### src/hdl/mtg_pkg.sv
package mtg_pkg;

   localparam int STATE_DEPTH   = 312;
   localparam int TWIST_OFFSET  = 156;
   localparam int MAX_KEY_WORDS = 312;

   localparam int IDX_W = 9;
   localparam int KEY_W = 9;

   localparam logic [1:0] OP_SEED = 2'd0;
   localparam logic [1:0] OP_NEXT = 2'd1;
   localparam logic [1:0] OP_KEY  = 2'd2;

   localparam logic [IDX_W-1:0] NOT_SEEDED = IDX_W'(STATE_DEPTH + 1);
   localparam logic [IDX_W-1:0] LAST_IDX   = IDX_W'(STATE_DEPTH - 1);

   localparam logic [63:0] MATRIX_A   = 64'hB5026F5AA96619E9;
   localparam logic [63:0] UPPER_MASK = 64'hFFFFFFFF80000000;
   localparam logic [63:0] LOWER_MASK = 64'h000000007FFFFFFF;
   localparam logic [63:0] SEED_MULT  = 64'd6364136223846793005;
   localparam logic [63:0] INIT_MULT1 = 64'd3935559000370003845;
   localparam logic [63:0] INIT_MULT2 = 64'd2862933555777941757;
   localparam logic [63:0] INIT_SEED  = 64'd19650218;
   localparam logic [63:0] DFLT_SEED  = 64'd5489;

   // Datapath commands issued by the controller.
   localparam logic [3:0] DP_NOP      = 4'd0;
   localparam logic [3:0] DP_RD_A     = 4'd1;  // latch read word into a
   localparam logic [3:0] DP_RD_B     = 4'd2;  // latch read word into b
   localparam logic [3:0] DP_RD_C     = 4'd3;  // latch read word into c
   localparam logic [3:0] DP_MUL      = 4'd4;  // low halves of prev word and constant
   localparam logic [3:0] DP_WR_SEED  = 4'd5;  // write prod + index
   localparam logic [3:0] DP_WR_INIT1 = 4'd6;  // write (cur ^ prod) + key + j
   localparam logic [3:0] DP_WR_INIT2 = 4'd7;  // write (cur ^ prod) - i
   localparam logic [3:0] DP_WR_MIX   = 4'd8;  // write twist mix of a, b, c
   localparam logic [3:0] DP_WR_VAL   = 4'd9;  // write the seed value, a constant or a copy
   localparam logic [3:0] DP_OUT      = 4'd10; // temper a and present it
   localparam logic [3:0] DP_KEY_WR   = 4'd11; // store key word
   localparam logic [3:0] DP_MUL_LH   = 4'd12; // add low word times high constant
   localparam logic [3:0] DP_MUL_HL   = 4'd13; // add high word times low constant

   // Multiplier constant select.
   localparam logic [1:0] MUL_SEED  = 2'd0;
   localparam logic [1:0] MUL_INIT1 = 2'd1;
   localparam logic [1:0] MUL_INIT2 = 2'd2;

   // Write value select.
   localparam logic [1:0] VAL_SEED = 2'd0;
   localparam logic [1:0] VAL_COPY = 2'd1;
   localparam logic [1:0] VAL_TOP  = 2'd2;

   typedef struct packed {
      logic [3:0]       op;
      logic [IDX_W-1:0] addr;
      logic [KEY_W-1:0] key_addr;
      logic [1:0]       mult_sel;
      logic [1:0]       val_sel;
   } dp_cmd_type;

endpackage

### src/hdl/mtg_control.sv
module mtg_control
   import mtg_pkg::*;
(
   input  logic        clock,
   input  logic        reset,
   input  logic        start,
   input  logic [1:0]  op,
   input  logic        last_key,
   output logic        busy,
   output dp_cmd_type  cmd
);

   localparam logic [4:0] S_IDLE   = 5'd0;
   localparam logic [4:0] S_SD_W0  = 5'd1;
   localparam logic [4:0] S_SD_RD  = 5'd2;
   localparam logic [4:0] S_SD_LA  = 5'd3;
   localparam logic [4:0] S_SD_MUL = 5'd4;
   localparam logic [4:0] S_SD_WR  = 5'd5;
   localparam logic [4:0] S_TW_RA  = 5'd6;
   localparam logic [4:0] S_TW_RB  = 5'd7;
   localparam logic [4:0] S_TW_RC  = 5'd8;
   localparam logic [4:0] S_TW_LC  = 5'd11;
   localparam logic [4:0] S_TW_WR  = 5'd12;
   localparam logic [4:0] S_OUT_RD = 5'd13;
   localparam logic [4:0] S_OUT_LA = 5'd14;
   localparam logic [4:0] S_OUT_GO = 5'd15;
   localparam logic [4:0] S_AI_RP  = 5'd16;
   localparam logic [4:0] S_AI_RC  = 5'd17;
   localparam logic [4:0] S_AI_LA  = 5'd18;
   localparam logic [4:0] S_AI_LB  = 5'd19;
   localparam logic [4:0] S_AI_MUL = 5'd20;
   localparam logic [4:0] S_AI_WR  = 5'd21;
   localparam logic [4:0] S_CP_RD  = 5'd22;
   localparam logic [4:0] S_CP_LB  = 5'd23;
   localparam logic [4:0] S_CP_WR  = 5'd24;
   localparam logic [4:0] S_AI_TOP = 5'd25;
   localparam logic [4:0] S_SD_MLH = 5'd26;
   localparam logic [4:0] S_SD_MHL = 5'd27;
   localparam logic [4:0] S_AI_MLH = 5'd28;
   localparam logic [4:0] S_AI_MHL = 5'd29;

   logic [4:0]       state_ff, state_in;
   logic [IDX_W-1:0] idx_ff, idx_in;         // read index
   logic [IDX_W-1:0] n_ff, n_in;             // loop position
   logic [KEY_W-1:0] kc_ff, kc_in;           // key count
   logic [KEY_W-1:0] j_ff, j_in;
   logic [10:0]      k_ff, k_in;             // iteration count
   logic             ph2_ff, ph2_in;         // second init phase
   logic [1:0]       after_ff, after_in;     // 0 idle, 1 twist, 2 array init
   logic             next_ff, next_in;       // output follows twist

   localparam logic [1:0] AFT_IDLE  = 2'd0;
   localparam logic [1:0] AFT_TWIST = 2'd1;
   localparam logic [1:0] AFT_INIT  = 2'd2;

   assign busy = (state_ff != S_IDLE);

   function automatic logic [IDX_W-1:0] far_addr(input logic [IDX_W-1:0] n);
      logic [IDX_W:0] s;
      s = {1'b0, n} + (IDX_W+1)'(TWIST_OFFSET);
      if (s >= (IDX_W+1)'(STATE_DEPTH)) s = s - (IDX_W+1)'(STATE_DEPTH);
      return s[IDX_W-1:0];
   endfunction

   always_comb begin
      state_in = state_ff;
      idx_in   = idx_ff;
      n_in     = n_ff;
      kc_in    = kc_ff;
      j_in     = j_ff;
      k_in     = k_ff;
      ph2_in   = ph2_ff;
      after_in = after_ff;
      next_in  = next_ff;
      cmd      = '0;
      cmd.op   = DP_NOP;
      cmd.key_addr = j_ff;
      unique case (state_ff)
         S_IDLE: begin
            if (start) begin
               unique case (op)
                  OP_SEED: begin
                     cmd.op = DP_WR_VAL;
                     cmd.addr = '0;
                     cmd.val_sel = VAL_SEED;
                     n_in = IDX_W'(1);
                     after_in = AFT_IDLE;
                     state_in = S_SD_RD;
                  end
                  OP_NEXT: begin
                     next_in = 1'b1;
                     if (idx_ff == NOT_SEEDED) begin
                        after_in = AFT_TWIST;
                        state_in = S_SD_W0;
                     end else if (idx_ff == IDX_W'(STATE_DEPTH)) begin
                        n_in = '0;
                        state_in = S_TW_RA;
                     end else begin
                        state_in = S_OUT_RD;
                     end
                  end
                  OP_KEY: begin
                     if (kc_ff < KEY_W'(MAX_KEY_WORDS)) begin
                        cmd.op = DP_KEY_WR;
                        cmd.key_addr = kc_ff;
                        kc_in = kc_ff + KEY_W'(1);
                     end
                     if (last_key) begin
                        after_in = AFT_INIT;
                        state_in = S_SD_W0;
                     end
                  end
                  default: ;
               endcase
            end
         end
         // Seeding: write word 0, then for each further word read the previous one, multiply and write.
         S_SD_W0: begin
            cmd.op = DP_WR_VAL;
            cmd.addr = '0;
            cmd.val_sel = VAL_SEED;
            n_in = IDX_W'(1);
            state_in = S_SD_RD;
         end
         S_SD_RD: begin
            cmd.addr = n_ff - IDX_W'(1);
            state_in = S_SD_LA;
         end
         S_SD_LA: begin
            cmd.op = DP_RD_A;
            state_in = S_SD_MUL;
         end
         S_SD_MUL: begin
            cmd.op = DP_MUL;
            cmd.mult_sel = MUL_SEED;
            state_in = S_SD_MLH;
         end
         S_SD_MLH: begin
            cmd.op = DP_MUL_LH;
            cmd.mult_sel = MUL_SEED;
            state_in = S_SD_MHL;
         end
         S_SD_MHL: begin
            cmd.op = DP_MUL_HL;
            cmd.mult_sel = MUL_SEED;
            state_in = S_SD_WR;
         end
         S_SD_WR: begin
            cmd.op = DP_WR_SEED;
            cmd.addr = n_ff;
            if (n_ff == LAST_IDX) begin
               idx_in = IDX_W'(STATE_DEPTH);
               unique case (after_ff)
                  AFT_TWIST: begin
                     n_in = '0;
                     state_in = S_TW_RA;
                  end
                  AFT_INIT: begin
                     n_in = IDX_W'(1);
                     j_in = '0;
                     ph2_in = 1'b0;
                     k_in = (kc_ff > KEY_W'(STATE_DEPTH)) ? 11'(kc_ff) : 11'(STATE_DEPTH);
                     state_in = S_AI_RP;
                  end
                  default: state_in = S_IDLE;
               endcase
            end else begin
               n_in = n_ff + IDX_W'(1);
               state_in = S_SD_RD;
            end
         end
         // Twist: read n, n+1 and the far word, then write n.
         S_TW_RA: begin
            cmd.addr = n_ff;
            state_in = S_TW_RB;
         end
         S_TW_RB: begin
            cmd.op = DP_RD_A;
            cmd.addr = (n_ff == LAST_IDX) ? '0 : n_ff + IDX_W'(1);
            state_in = S_TW_RC;
         end
         S_TW_RC: begin
            cmd.op = DP_RD_B;
            cmd.addr = far_addr(n_ff);
            state_in = S_TW_LC;
         end
         S_TW_LC: begin
            cmd.op = DP_RD_C;
            state_in = S_TW_WR;
         end
         S_TW_WR: begin
            cmd.op = DP_WR_MIX;
            cmd.addr = n_ff;
            if (n_ff == LAST_IDX) begin
               idx_in = '0;
               state_in = next_ff ? S_OUT_RD : S_IDLE;
            end else begin
               n_in = n_ff + IDX_W'(1);
               state_in = S_TW_RA;
            end
         end
         S_OUT_RD: begin
            cmd.addr = idx_ff;
            state_in = S_OUT_LA;
         end
         S_OUT_LA: begin
            cmd.op = DP_RD_A;
            state_in = S_OUT_GO;
         end
         S_OUT_GO: begin
            cmd.op = DP_OUT;
            idx_in = idx_ff + IDX_W'(1);
            next_in = 1'b0;
            state_in = S_IDLE;
         end
         // Array initialization: a = word i-1, b = word i, product, write.
         S_AI_RP: begin
            cmd.addr = n_ff - IDX_W'(1);
            state_in = S_AI_RC;
         end
         S_AI_RC: begin
            cmd.op = DP_RD_A;
            cmd.addr = n_ff;
            state_in = S_AI_LB;
         end
         S_AI_LB: begin
            cmd.op = DP_RD_B;
            state_in = S_AI_MUL;
         end
         S_AI_MUL: begin
            cmd.op = DP_MUL;
            cmd.mult_sel = ph2_ff ? MUL_INIT2 : MUL_INIT1;
            state_in = S_AI_MLH;
         end
         S_AI_MLH: begin
            cmd.op = DP_MUL_LH;
            cmd.mult_sel = ph2_ff ? MUL_INIT2 : MUL_INIT1;
            state_in = S_AI_MHL;
         end
         S_AI_MHL: begin
            cmd.op = DP_MUL_HL;
            cmd.mult_sel = ph2_ff ? MUL_INIT2 : MUL_INIT1;
            state_in = S_AI_WR;
         end
         S_AI_WR: begin
            cmd.op = ph2_ff ? DP_WR_INIT2 : DP_WR_INIT1;
            cmd.addr = n_ff;
            cmd.key_addr = j_ff;
            if (!ph2_ff) j_in = (j_ff + KEY_W'(1) >= kc_ff) ? '0 : j_ff + KEY_W'(1);
            k_in = k_ff - 11'd1;
            if (n_ff == LAST_IDX) begin
               n_in = IDX_W'(1);
               state_in = S_CP_RD;
            end else begin
               n_in = n_ff + IDX_W'(1);
               state_in = S_AI_LA;
            end
         end
         S_AI_LA: begin
            if (k_ff == 11'd0) begin
               if (ph2_ff) begin
                  state_in = S_AI_TOP;
               end else begin
                  ph2_in = 1'b1;
                  k_in = 11'(STATE_DEPTH - 1);
                  state_in = S_AI_RP;
               end
            end else begin
               state_in = S_AI_RP;
            end
         end
         // Copy the last word to word 0 at wraparound.
         S_CP_RD: begin
            cmd.addr = LAST_IDX;
            state_in = S_CP_LB;
         end
         S_CP_LB: begin
            cmd.op = DP_RD_B;
            state_in = S_CP_WR;
         end
         S_CP_WR: begin
            cmd.op = DP_WR_VAL;
            cmd.addr = '0;
            cmd.val_sel = VAL_COPY;
            state_in = S_AI_LA;
         end
         S_AI_TOP: begin
            cmd.op = DP_WR_VAL;
            cmd.addr = '0;
            cmd.val_sel = VAL_TOP;
            kc_in = '0;
            idx_in = IDX_W'(STATE_DEPTH);
            state_in = S_IDLE;
         end
         default: state_in = S_IDLE;
      endcase
   end

   always_ff @(posedge clock) begin
      if (reset) begin
         state_ff <= S_IDLE;
         idx_ff   <= NOT_SEEDED;
         kc_ff    <= '0;
         next_ff  <= 1'b0;
         after_ff <= AFT_IDLE;
         ph2_ff   <= 1'b0;
      end else begin
         state_ff <= state_in;
         idx_ff   <= idx_in;
         kc_ff    <= kc_in;
         next_ff  <= next_in;
         after_ff <= after_in;
         ph2_ff   <= ph2_in;
      end
   end

   always_ff @(posedge clock) begin
      n_ff <= n_in;
      j_ff <= j_in;
      k_ff <= k_in;
   end

endmodule

### config.mk
export PLATFORM = sky130hd
export DESIGN_NAME = mtg_control
export DESIGN_NICKNAME = d
export VERILOG_FILES = /design/src/hdl/mtg_pkg.sv /design/src/hdl/mtg_control.sv
export SDC_FILE = /design/constraint.sdc
export NUM_CORES = 1
export LEC_CHECK = 0
export ABC_AREA = 1
export BUFFER_PORTS_ARGS = -buffer_cell sky130_fd_sc_hd__buf_2
export CAP_MARGIN = 20
export CELL_PAD_IN_SITES_DETAIL_PLACEMENT = 1
export CELL_PAD_IN_SITES_GLOBAL_PLACEMENT = 1
export CORE_MARGIN = 2
export CORE_UTILIZATION = 44
export DETAILED_ROUTE_END_ITERATION = 10
export PLACE_DENSITY_LB_ADDON = 0.12
export SLEW_MARGIN = 20
export SYNTH_ARGS = -nofsm -noshare
export SYNTH_HDL_FRONTEND = slang
export SYNTH_SLANG_ARGS = --single-unit
### constraint.sdc
create_clock -name clock -period 3.47 [get_ports clock]
set_input_delay 0.1735 -clock clock [delete_from_list [all_inputs] [get_ports clock]]
set_output_delay 0.1735 -clock clock [all_outputs]
set_load 0.03 [all_outputs]
Yosys cells after proc, flatten, opt, wreduce, memory -nomap -nowiden
Index checks and enable logic that the tools add are counted.

Register bits: 56. Latch bits: 0. RAM bits: 0. ROM bits: 0. Input bits: 6. Logic and storage cells: 168. Memories: 0.

Add/sub/neg operators: 8. Multiply operators: 0. Divide/modulo/power cells: 0. $lt $le $gt $ge: 4. Equality and inequality tests: 53. Shift operators: 0. Mux-type cells: 64. Bitwise logic cells: 0. Reduce and logical (&&, ||, !) cells: 30.

Operators with widths (count): 2-to-1 mux 9 bit (21); one-hot mux 5 bit (26 select lines) (1); one-hot mux 9 bit (2 select lines) (4); == test 5 bit, second input constant (14); one-hot mux 9 bit (7 select lines) (1); one-hot mux 4 bit (12 select lines) (1); one-hot mux 9 bit (5 select lines) (1); 2-to-1 mux 11 bit (4); adder 9 x 1 -> 9 bit, second input constant (4); one-hot mux 9 bit (4 select lines) (1); one-hot mux 11 bit (3 select lines) (1); == test 5 x 4 -> 1 bit, second input constant (6); 2-to-1 mux 4 bit (7); == test 9 bit, second input constant (3); 2-to-1 mux 22 bit (1); == test 5 x 3 -> 1 bit, second input constant (4); != test 2 bit, second input constant (10); 2-to-1 mux 5 bit (3); one-hot mux 5 bit (3 select lines) (1); AND reduction 4 bit (3); logical NOT 11 bit (1); subtractor 11 x 1 -> 11 bit, second input constant (1); adder 9 x 8 -> 10 bit, second input constant (1); == test 5 x 2 -> 1 bit, second input constant (2); 35 further kinds (63).

Depth between registers and ports, before layout
Gate-level depths: netlist of the first run.

Word-level depth: 6. Gate-level depth with buffers: 13. Gate-level depth less buffers: 13.

Worst setup path before layout of the first run
No wires, ideal clock.

Path type: register to register. Start: register n_ff[3]. End: register k_ff[0], enable pin. Library setup time: 0.408 ns. Arrival time: 2.370 ns. Setup slack: 0.692 ns. Cell stages (with the launch flop): 9. Buffers on the path: 0. Cell sequence: edfxtp_1 > inv_1 > ha_1 > nand2_1 > nor2_1 > nand3_1 > nand2_1 > o21ai_0 > nor4_1.

Longest elaborated chain between the ends: 3.

Ends and longest elaborated chain: from (decl) (RTL line mtg_control.sv:44) `logic [IDX_W-1:0] n_ff, n_in;`; from (signal assigned) (RTL line mtg_control.sv:318) `n_ff <= n_in;`; == test 9 bit (RTL line mtg_control.sv:151) `if (n_ff == LAST_IDX) begin`; != test 2 bit (no line); AND reduction 5 bit (no line); to (signal assigned) (RTL line mtg_control.sv:320) `k_ff <= k_in;`; to (decl) (RTL line mtg_control.sv:47) `logic [10:0] k_ff, k_in;`.

Every way passes these cells. A chain may end at the register's enable or synchronous reset.

==> impl_metrics.ini, run 1 <==
[sta]
drv_slew = 0
tns_ns = 0
fin_ws_ns = 0.502
finalCriticalPeriod_ns = 2.97
skew_ns = 0.0113
finalCritPeriodShare_pct = 85.5
fmax_ghz = 0.337
rsz0062_at_grt = no
slew_headroom_pct = 62.5
setup_viol = 0
tightest_slew_ns = 0.558
hold_viol = 0

[grt]
grt_overflow = 0
grt_max_degree = 18
grt_pass1_vias = 5095
grt_use_total_pct = 28.6
grt_pass1_wl_um = 26400
antenna_found_initial = 0

[floorplanning]
die_y_um = 109
rows = 38
die_x_um = 109
start_util_pct = 44.9
pin_count = 33
die_area_um2 = 11900
coreArea_um2 = 10800

[setup_path]
crit_path_end_kind = primary output
worstPathCellList = inv_1 -> ha_1 -> nand2_1 -> nor2_1 -> nand3_1 -> nand2_1 -> inv_1 -> nand3_1 -> nand4_1 -> a21oi_1 -> nand2_1 -> buf_2
crit_fanout = 8
slowest_delay_ns = 0.51
critPathSlowestCell = edfxtp_1
critPathArrivalTime_ns = 2.79
path_class = register to primary output
crit_required_ns = 3.30
worst-path-stages = 12
r2r_end = j_ff[7]$_SDFFCE_PP0P_
worstSetupStartpointType = register
crit_buf_inv = 3
crit_top_cell = nand2_1
rrSetupSlack_ns = 0.70
cpLargestDelayFamily = simple AND/OR/NAND/NOR gates
r2r_start = j_ff[0]$_SDFFCE_PP0P_
r2r_cells = 12

[synthesis]
yosys_warnings = 0
synth_area_um2 = 4870
synth_area_per_cell_um2 = 6.50
ys_seq_area_share_pct = 29.0
synth_edf_count = 29
synth_seq_cells = 56
synth_fp_nets = 786
synthFlopType = edfxtp_1
syn_inst = 749
synth-async-reset-ratio_pct = 0
synth.distinct_cells = 41

[layout]
diodes = 0
drive_gt1_share_pct = 9.80
final_area_um2 = 5300
syn2layout_area_growth_pct = 8.73
final-instance-count-excl-fill = 926
nets = 822

[detailed_routing]
vias_per_cell = 5.63
vias = 5209
met3_length_um = 653
wl_per_cell_um = 17.9
route.detailed.drc = 0
top_layer = met4
drtPass1Iterations = 5
met1Wirelength_um = 8170
drtIter0Drc = 341
met2WireLength_um = 7620
wirelength_um = 16600
detail-route-antenna-nets = 0

[run_status]
outcome = complete, no violations

[place]
place_inst = 918
dp_hpwl_um = 13500
dp_slack_ns = 0.714
io_buffer_count = 32
place_congestion = 0.977
placed_area_um2 = 5210

[clocking]
clockBufferDepth = 2
clk_pin_slew_ns = 0.11
htreeDepth = 2
clkLatencyLatePin_ns = 0.33
postCtsSetupRepairBufs = 0
clock_sinks = 56
cts_root_buf = clkbuf_8
hold_buffers = 0
cts_inserted_buffers = 5
cts_tree = yes
cts.repair.resized = 0

[power]
power.share.switching_pct = 36.0
p_clk_share_pct = 25.3
internal-power_mw = 0.965
total_power_mw = 1.51
ir_drop_v = 0.000163
comb_power_share_pct = 25.4
p_sw_mw = 0.541
seq_power_share_pct = 49.4
cellPowerDensity_nw_per_um2 = 284
leakage_nw = 2.60

[min_path]
holdPathStages = 2
min_to = state_ff[1]$_SDFFE_PP0P_
hp-class = primary input to register
hold_start = reset

[run]
drv_cap = 0
state kept, by name (all words and copies together), names as in the netlist:
name / cells
after_ff: 2
idx_ff: 9
j_ff: 9
k_ff: 11
kc_ff: 9
n_ff: 9
next_ff: 1
ph2_ff: 1
state_ff: 5
cells by family after synthesis:
family / Yosys count / synth area share (%)
AO/OA/AOI/OAI: 111 / 12.5
adder cells (fa/ha/maj): 31 / 7.96
buffers and inverters: 122 / 9.66
XOR/XNOR: 18 / 3.24
flip-flops: 56 / 29.0
AND/OR/NAND/NOR: 411 / 37.7
synth_stat cells, types with 4 or more instances:
library cell	count	area share, %
nand2_1	173	13
nor2_2	5	0.64
nand4_1	15	1.9
o21ai_0	40	4.1
inv_1	101	7.8
xor2_1	15	2.7
a21oi_1	39	4.0
o21ai_1	11	1.1
o211ai_1	5	0.77
nand3_1	80	8.2
nand2_2	5	0.64
inv_2	10	0.77
dfxtp_1	27	11
nor2_1	88	6.8
nor3_1	24	2.5
ha_1	31	8.0
edfxtp_1	29	18
buf_2	4	0.41
clkbuf_1	4	0.31
o22ai_1	6	0.77
through the flow:
step           utilization [%]  hold WS (ns)
3_3_place_gp              48.1         0.469
5_1_grt                   48.9         0.223
6_report                  48.9         0.225
4_1_cts                   48.9         0.213
3_5_place_dp              48.1         0.482
2_1_floorplan                -         0.243
placed cells by master, fill, tap and decap left out, drive strengths merged, types with 15 or more instances in the layout:
cell type,count
xor2,15
nor3,25
ha,31
o21ai,52
buf,38
nand4,15
nor2,96
nand3,83
nand2,178
a21oi,39
edfxtp,29
dfxtp,27
inv,111
per-layer routing:
layer / track usage (%) / vias up
li1: - / 2552
met1: 41.1 / 2554
met2: 45.9 / 91
met3: 3.53 / 12
met4: 6.15 / 0
met5: 0 / -
how the worst max path moves through the flow:
stage / start / to / slack (ns)
floorplan: n_ff[3]$_DFFE_PP_ / k_ff[0]$_DFFE_PP_ / 0.69
global placement: j_ff[0]$_SDFFCE_PP0P_ / j_ff[7]$_SDFFCE_PP0P_ / 0.93
detailed placement: j_ff[0]$_SDFFCE_PP0P_ / j_ff[3]$_SDFFCE_PP0P_ / 0.71
CTS: n_ff[3]$_DFFE_PP_ / cmd[18] / 0.55
global route: n_ff[2]$_DFFE_PP_ / cmd[20] / 0.27
finish: n_ff[3]$_DFFE_PP_ / cmd[17] / 0.50
power by group through the flow:
stage / clock network (mW) / registers, mW / logic (mW)
floorplan: 0 / 0.742 / 0.278
global placement: 0 / 0.756 / 0.365
detailed placement: 0 / 0.757 / 0.377
CTS: 0.391 / 0.742 / 0.379
global route: 0.409 / 0.746 / 0.423
finish: 0.381 / 0.743 / 0.382
layout make-up:
cell class / count / area [µm²]
clock buffers: 6 / 72.6
clock inverters: 2 / 12.5
fillers: 1492 / 5540
inverters: 113 / 424
multi-input cells: 571 / 3000
flip-flops and latches: 56 / 1410
well taps: 140 / 175
repair buffers: 38 / 205
No activity file was read; power rests on OpenSTA's default activity.
==> run 2: changes to the inputs <==
- clock period: 3.47 -> 2.9 ns (I/O delays scaled with it)
==> run 2 against run 1 <==
  * Sequential share of layout area is 0.56 points lower
  * Utilization is 1.1 points higher
  * Cell count up 1.2%
  * Critical endpoint is now j_ff[7]$_SDFFCE_PP0P_
  * Largest cell class unchanged
  * Non-clock buffer count up 10
  * Wire length rose by 1.9%
  * Critical path depth is the same
==> impl_metrics.ini, run 2 (same netlist as run 1, synthesis figures left out) <==
[layout]
syn2layout_area_growth_pct = 11.2
nets = 833
final_cell_mix = nand2_1 (173), inv_1 (100), nor2_1 (88), nand3_1 (80), o21ai_0 (40)
final-instance-count-excl-fill = 937
final_area_um2 = 5420
regMostFlops = k_ff
drive_gt1_share_pct = 11.8
num-fill-cells = 1515
layout_commonest_cell = nand2_1
diodes = 0
largest_reg_flops = 11

[clocking]
cts_inserted_buffers = 5
clk_pin_slew_ns = 0.10
htreeDepth = 2
clock_sinks = 56
cts_root_buf = clkbuf_8
clockBufferDepth = 2
hold_buffers = 0
clkLatencyLatePin_ns = 0.33
cts_tree = yes

[floorplanning]
die_x_um = 109
start_util_pct = 44.9
pin_count = 33
die_area_um2 = 11900
rows = 38
die_y_um = 109
coreArea_um2 = 10800

[detailed_routing]
drtIter0Drc = 465
route.detailed.drc = 0
vias = 5271
detail-route-antenna-nets = 0
wirelength_um = 16900
vias_per_cell = 5.63
wl_per_cell_um = 18.0
drtPass1Iterations = 5

[setup_path]
crit_path_end_kind = register
r2r_start = j_ff[0]$_SDFFCE_PP0P_
worstSetupStartpointType = register
r2r_end = j_ff[7]$_SDFFCE_PP0P_
r2r_cells = 12
slowest_delay_ns = 0.43
critPathArrivalTime_ns = 2.80
rrSetupSlack_ns = 0.17
critPathSlowestCell = edfxtp_1
path_class = register to register
crit_fanout = 4
crit_required_ns = 2.98
worstPathCellList = ha_1 -> nand3_1 -> nor2_1 -> nand4_1 -> xor2_1 -> inv_1 -> ha_1 -> nand2_1 -> nor2_1 -> nand2_1 -> o2111ai_2 -> nor2_1
crit_top_cell = nor2_1

[place]
place_congestion = 1.04
io_buffer_count = 32
place_inst = 924
dp_slack_ns = 0.157
dp_hpwl_um = 13400
placed_area_um2 = 5260

[run_status]
outcome = complete, no violations

[power]
cellPowerDensity_nw_per_um2 = 336
ir_drop_v = 0.000219
leakage_nw = 2.65

[sta]
hold_viol = 0
drv_slew = 0
finalCritPeriodShare_pct = 94.0
fin_ws_ns = 0.174
fmax_ghz = 0.367
slew_headroom_pct = 68.5
rsz0062_at_grt = yes
hold_slack_ns = 0.204
finalCriticalPeriod_ns = 2.73
tightest_slew_ns = 0.468
skew_ns = 0.0166
setup_viol = 0

[grt]
grt_max_degree = 19
grt_pass1_wl_um = 26700
antenna_found_initial = 0
grt_overflow = 0
grt_pass1_vias = 5121
grt_use_total_pct = 29.0

[min_path]
hp-class = primary input to register
holdPathStages = 3
hold_start = start
min_to = next_ff$_SDFFE_PP0P_

[run]
drv_cap = 0
## run 2: changes by cell type in the layout (fill, tap and decap cells not counted), sizes merged
cell / previous run / this run
inv: 111 / 112
o2111ai: 3 / 4
buf: 38 / 48
clkbuf: 6 / 5
clkinv: 4 / 3
clkinvlp: 0 / 1
## run 2: per-stage QoR
step	setup TNS [ns]	utilization [%]	power, mW
6_report	0	50.0	1.82
5_1_grt	-0.0424	50.0	1.92
2_1_floorplan	0	-	1.22
3_5_place_dp	0	48.5	1.36
3_3_place_gp	0	48.5	1.35
4_1_cts	0	49.3	1.82
## run 2: area by class of cell
cell class	instances	area [µm²]	area share [%]
multi-input cells	572	3030	56.0
inverters	113	424	7.83
clock inverters	3	21.3	0.393
well taps	140	175	3.23
repair buffers	48	280	5.18
clock buffers	5	68.8	1.27
flip-flops and latches	56	1410	26.1
## run 2: worst max path at each step
stage,startpoint,to,slack [ns],cells after the start
2_1_floorplan,n_ff[3]$_DFFE_PP_,k_ff[0]$_DFFE_PP_,0.12,8
3_3_place_gp,j_ff[0]$_SDFFCE_PP0P_,j_ff[7]$_SDFFCE_PP0P_,0.37,12
3_5_place_dp,j_ff[0]$_SDFFCE_PP0P_,j_ff[2]$_SDFFCE_PP0P_,0.16,12
4_1_cts,n_ff[2]$_DFFE_PP_,cmd[18],0.06,13
5_1_grt,j_ff[0]$_SDFFCE_PP0P_,j_ff[7]$_SDFFCE_PP0P_,-0.03,12
6_report,j_ff[0]$_SDFFCE_PP0P_,j_ff[7]$_SDFFCE_PP0P_,0.17,12
## run 2: per-layer routing
metal | track usage, % | share of wire, % | up-vias
met2 | 47.8 | 47 | 132
met5 | 0 | 0 | -
met3 | 3.83 | 4.5 | 21
li1 | - | - | 2585
met1 | 40.6 | 48 | 2533
met4 | 5.97 | 1.3 | 0
## run 2: report_power, final
group / total, mW / internal (mW) / leakage [nW] / switching [mW]
Sequential: 0.883 / 0.852 / 0.474 / 0.0312
Clock: 0.461 / 0.172 / 0.0445 / 0.288
Combinational: 0.477 / 0.141 / 2.13 / 0.336
## run 2: repair_timing
action                     in CTS  in global routing
setup buffers                   0                  4
setup endpoints to repair       0                 22
gates resized for setup         0                  5
## run 2: worst max-delay path, delay by kind of cell, from the launching register on
| kind | cells | cell delay (ns) |
|---|---|---|
| buf+inv | 1 | 0.07 |
| fa+ha+maj | 2 | 0.53 |
| simple gates | 7 | 0.93 |
| xor+xnor | 1 | 0.21 |
| compound gates | 1 | 0.34 |
| flops | 1 | 0.43 |
==> run 3: changes to the inputs <==
- ABC_AREA: 1 -> 0
- CORE_UTILIZATION: 44 -> 42
- clock period: 2.9 -> 2.3 ns (I/O delays scaled with it)
==> run 3 against run 2 <==
  * Worst setup slack worse by 0.47 ns
  * The run now ends with setup timing left
  * Non-clock buffer count increased by 82
  * Largest cell class unchanged
  * Synthesized cell count is 19% lower
  * Wire length is 3.3% higher
  * Sequential power grew 23%
  * Critical path depth decreased by 3
==> impl_metrics.ini, run 3 <==
[sta]
setup_viol = 8
skew_ns = 0.00698
fin_ws_ns = -0.294
hold_viol = 0
tightest_slew_ns = 0.512
slew_headroom_pct = 65.8
tns_ns = -1.67
finalCriticalPeriod_ns = 2.59
rsz0062_at_grt = yes
hold_slack_ns = 0.216
finalCritPeriodShare_pct = 113
drv_slew = 0
fmax_ghz = 0.385

[power]
cellPowerDensity_nw_per_um2 = 407
leakage_nw = 2.54
ir_drop_v = 0.000321

[synthesis]
synth_area_per_cell_um2 = 8.05
synth_fp_nets = 644
synth_seq_cells = 56
yosys.area.top_type = edfxtp_1
syn_inst = 607
ys_seq_area_share_pct = 28.9
synth_edf_count = 29
synthFlopType = edfxtp_1
synth_top_area_share_pct = 17.8
yosys_warnings = 0
synthTopCellsByCount = nand2_1 (67), nor2_1 (60), inv_1 (36)
yosysMostFrequentCell = nand2_1
synth_area_leaders = edfxtp_1 (18%), dfxtp_1 (11%), ha_1 (7.9%), xnor2_1 (5.6%), nand2_1 (5.1%)
synth-async-reset-ratio_pct = 0
synth_area_um2 = 4890
synth.distinct_cells = 73

[min_path]
hold_start = op[0]
hp-class = primary input to register

[detailed_routing]
met1Wirelength_um = 8120
detail-route-antenna-nets = 0
wl_per_cell_um = 20.3
wirelength_um = 17500
drtIter0Drc = 342
vias = 5066
met3_length_um = 640
met2WireLength_um = 8400
drtPass1Iterations = 4
top_layer = met4
route.detailed.drc = 0
vias_per_cell = 5.88

[layout]
drive_gt1_share_pct = 32.3
nets = 754
syn2layout_area_growth_pct = 32.1
utilization_pct = 56.8
largest_reg_flops = 11
regMostFlops = k_ff
layout_commonest_cell = buf_4
final_cell_mix = buf_4 (97), nand2_1 (67), nor2_1 (57), inv_1 (35)
diodes = 0

[setup_path]
startpoint = n_ff[3]$_DFFE_PP_
crit_fanout = 7
crit_required_ns = 2.18
r2r_start = n_ff[3]$_DFFE_PP_
slowest_delay_ns = 0.43
critPathSlowestCell = edfxtp_1
path_class = register to primary output
critPathArrivalTime_ns = 2.48
crit_path_end_kind = primary output
worstSetupStartpointType = register
worstPathCellList = buf_6 -> or3_1 -> nand4_1 -> a22oi_2 -> o31ai_4 -> nand2_4 -> xnor2_2 -> o21ai_2 -> buf_6
crit_top_cell = buf_6

[run_status]
violations = setup timing
outcome = finished, violations left

[place]
place_congestion = 0.915
dp_slack_ns = -0.00534
io_buffer_count = 32
dp_hpwl_um = 12800

[grt]
grt_use_total_pct = 27.0
grt_pass1_wl_um = 27100
grt_overflow = 0
grt_max_degree = 20
antenna_found_initial = 0
grt_pass1_vias = 5115

[floorplanning]
rows = 39
die_y_um = 112
start_util_pct = 43.0
die_x_um = 112
die_area_um2 = 12500
coreArea_um2 = 11400
pin_count = 33

[clocking]
clkLatencyLatePin_ns = 0.31
hold_buffers = 0
clock_sinks = 56
cts_root_buf = clkbuf_16
htreeDepth = 2
clk_pin_slew_ns = 0.08
clockBufferDepth = 2
cts_inserted_buffers = 5
cts_tree = yes

[run]
drv_cap = 0
[run 3: cell types whose count changed after synthesis, sizes merged, moves of 15 or more]
cell,before,now
nand2,178,71
nand3,83,25
xnor2,3,31
inv,111,38
nor2,96,64
o21ai,52,37
[run 3: routing by layer]
| metal | track usage [%] | up-vias |
|---|---|---|
| li1 | - | 2415 |
| met4 | 7.16 | 0 |
| met3 | 3.70 | 18 |
| met2 | 44.4 | 101 |
| met1 | 37.6 | 2532 |
| met5 | 0 | - |
[run 3: layout make-up]
class	count	area, µm²
flip-flops and latches	56	1430
fillers	1355	4910
well taps	143	179
inverters	38	143
clock buffers	5	125
clock inverters	3	26.3
repair buffers	130	1000
multi-input cells	486	3560
[run 3: cell families (layout without fill, tap and decap cells)]
| group | after synthesis | count (layout) | share of synthesized area [%] |
|---|---|---|---|
| flip-flops | 56 | 56 | 28.9 |
| buffers and inverters | 66 | 176 | 6.22 |
| multiplexers | 9 | 9 | 2.02 |
| XOR/XNOR | 40 | 40 | 7.17 |
| AND/OR/NAND/NOR | 254 | 255 | 26.6 |
| AO/OA/AOI/OAI | 151 | 151 | 21.2 |
| adder cells (fa/ha/maj) | 31 | 31 | 7.93 |
[run 3: metrics by stage]
| step | power [mW] | std cells | cell area [µm²] |
|---|---|---|---|
| after floorplan | 1.50 | 607 | 4910 |
| after global placement | 1.67 | 827 | 5640 |
| after detailed placement | 1.69 | 827 | 5640 |
| after CTS | 2.56 | 852 | 6040 |
| after global routing | 2.74 | 861 | 6460 |
| final | 2.63 | 861 | 6460 |
[run 3: report_power, final]
part | internal, mW | total [mW] | switching, mW
Combinational | 0.292 | 0.718 | 0.426
Clock | 0.413 | 0.820 | 0.407
Sequential | 1.06 | 1.09 | 0.0306
[run 3: worst paths after layout]
| check | endpoint | slack (ns) | cells after the start |
|---|---|---|---|
| min | after_ff[0]$_SDFFE_PP0P_ | 0.22 | 4 |
| min reg2reg | after_ff[0]$_SDFFE_PP0P_ | 0.55 | 2 |
| max reg2reg | n_ff[0]$_DFFE_PP_ | -0.04 | 13 |
| max | cmd[16] | -0.29 | 9 |
[run 3: what timing repair did]
action | 4_1_cts | 5_1_grt
buffers inserted | 15 | 10
gates cloned | 2 | 0
setup endpoints to repair | 20 | 63
pin swaps | 14 | 16
gates resized for setup | 38 | 66
[run 3: worst max-delay path, delay by kind of cell (launching register included)]
family,cells,cell delay [ns]
buffers and inverters,2,0.32
xor gates and xnor gates,1,0.17
AOI/OAI and AO/OA,3,0.63
DFF,1,0.43
and+or+nand+nor,3,0.63
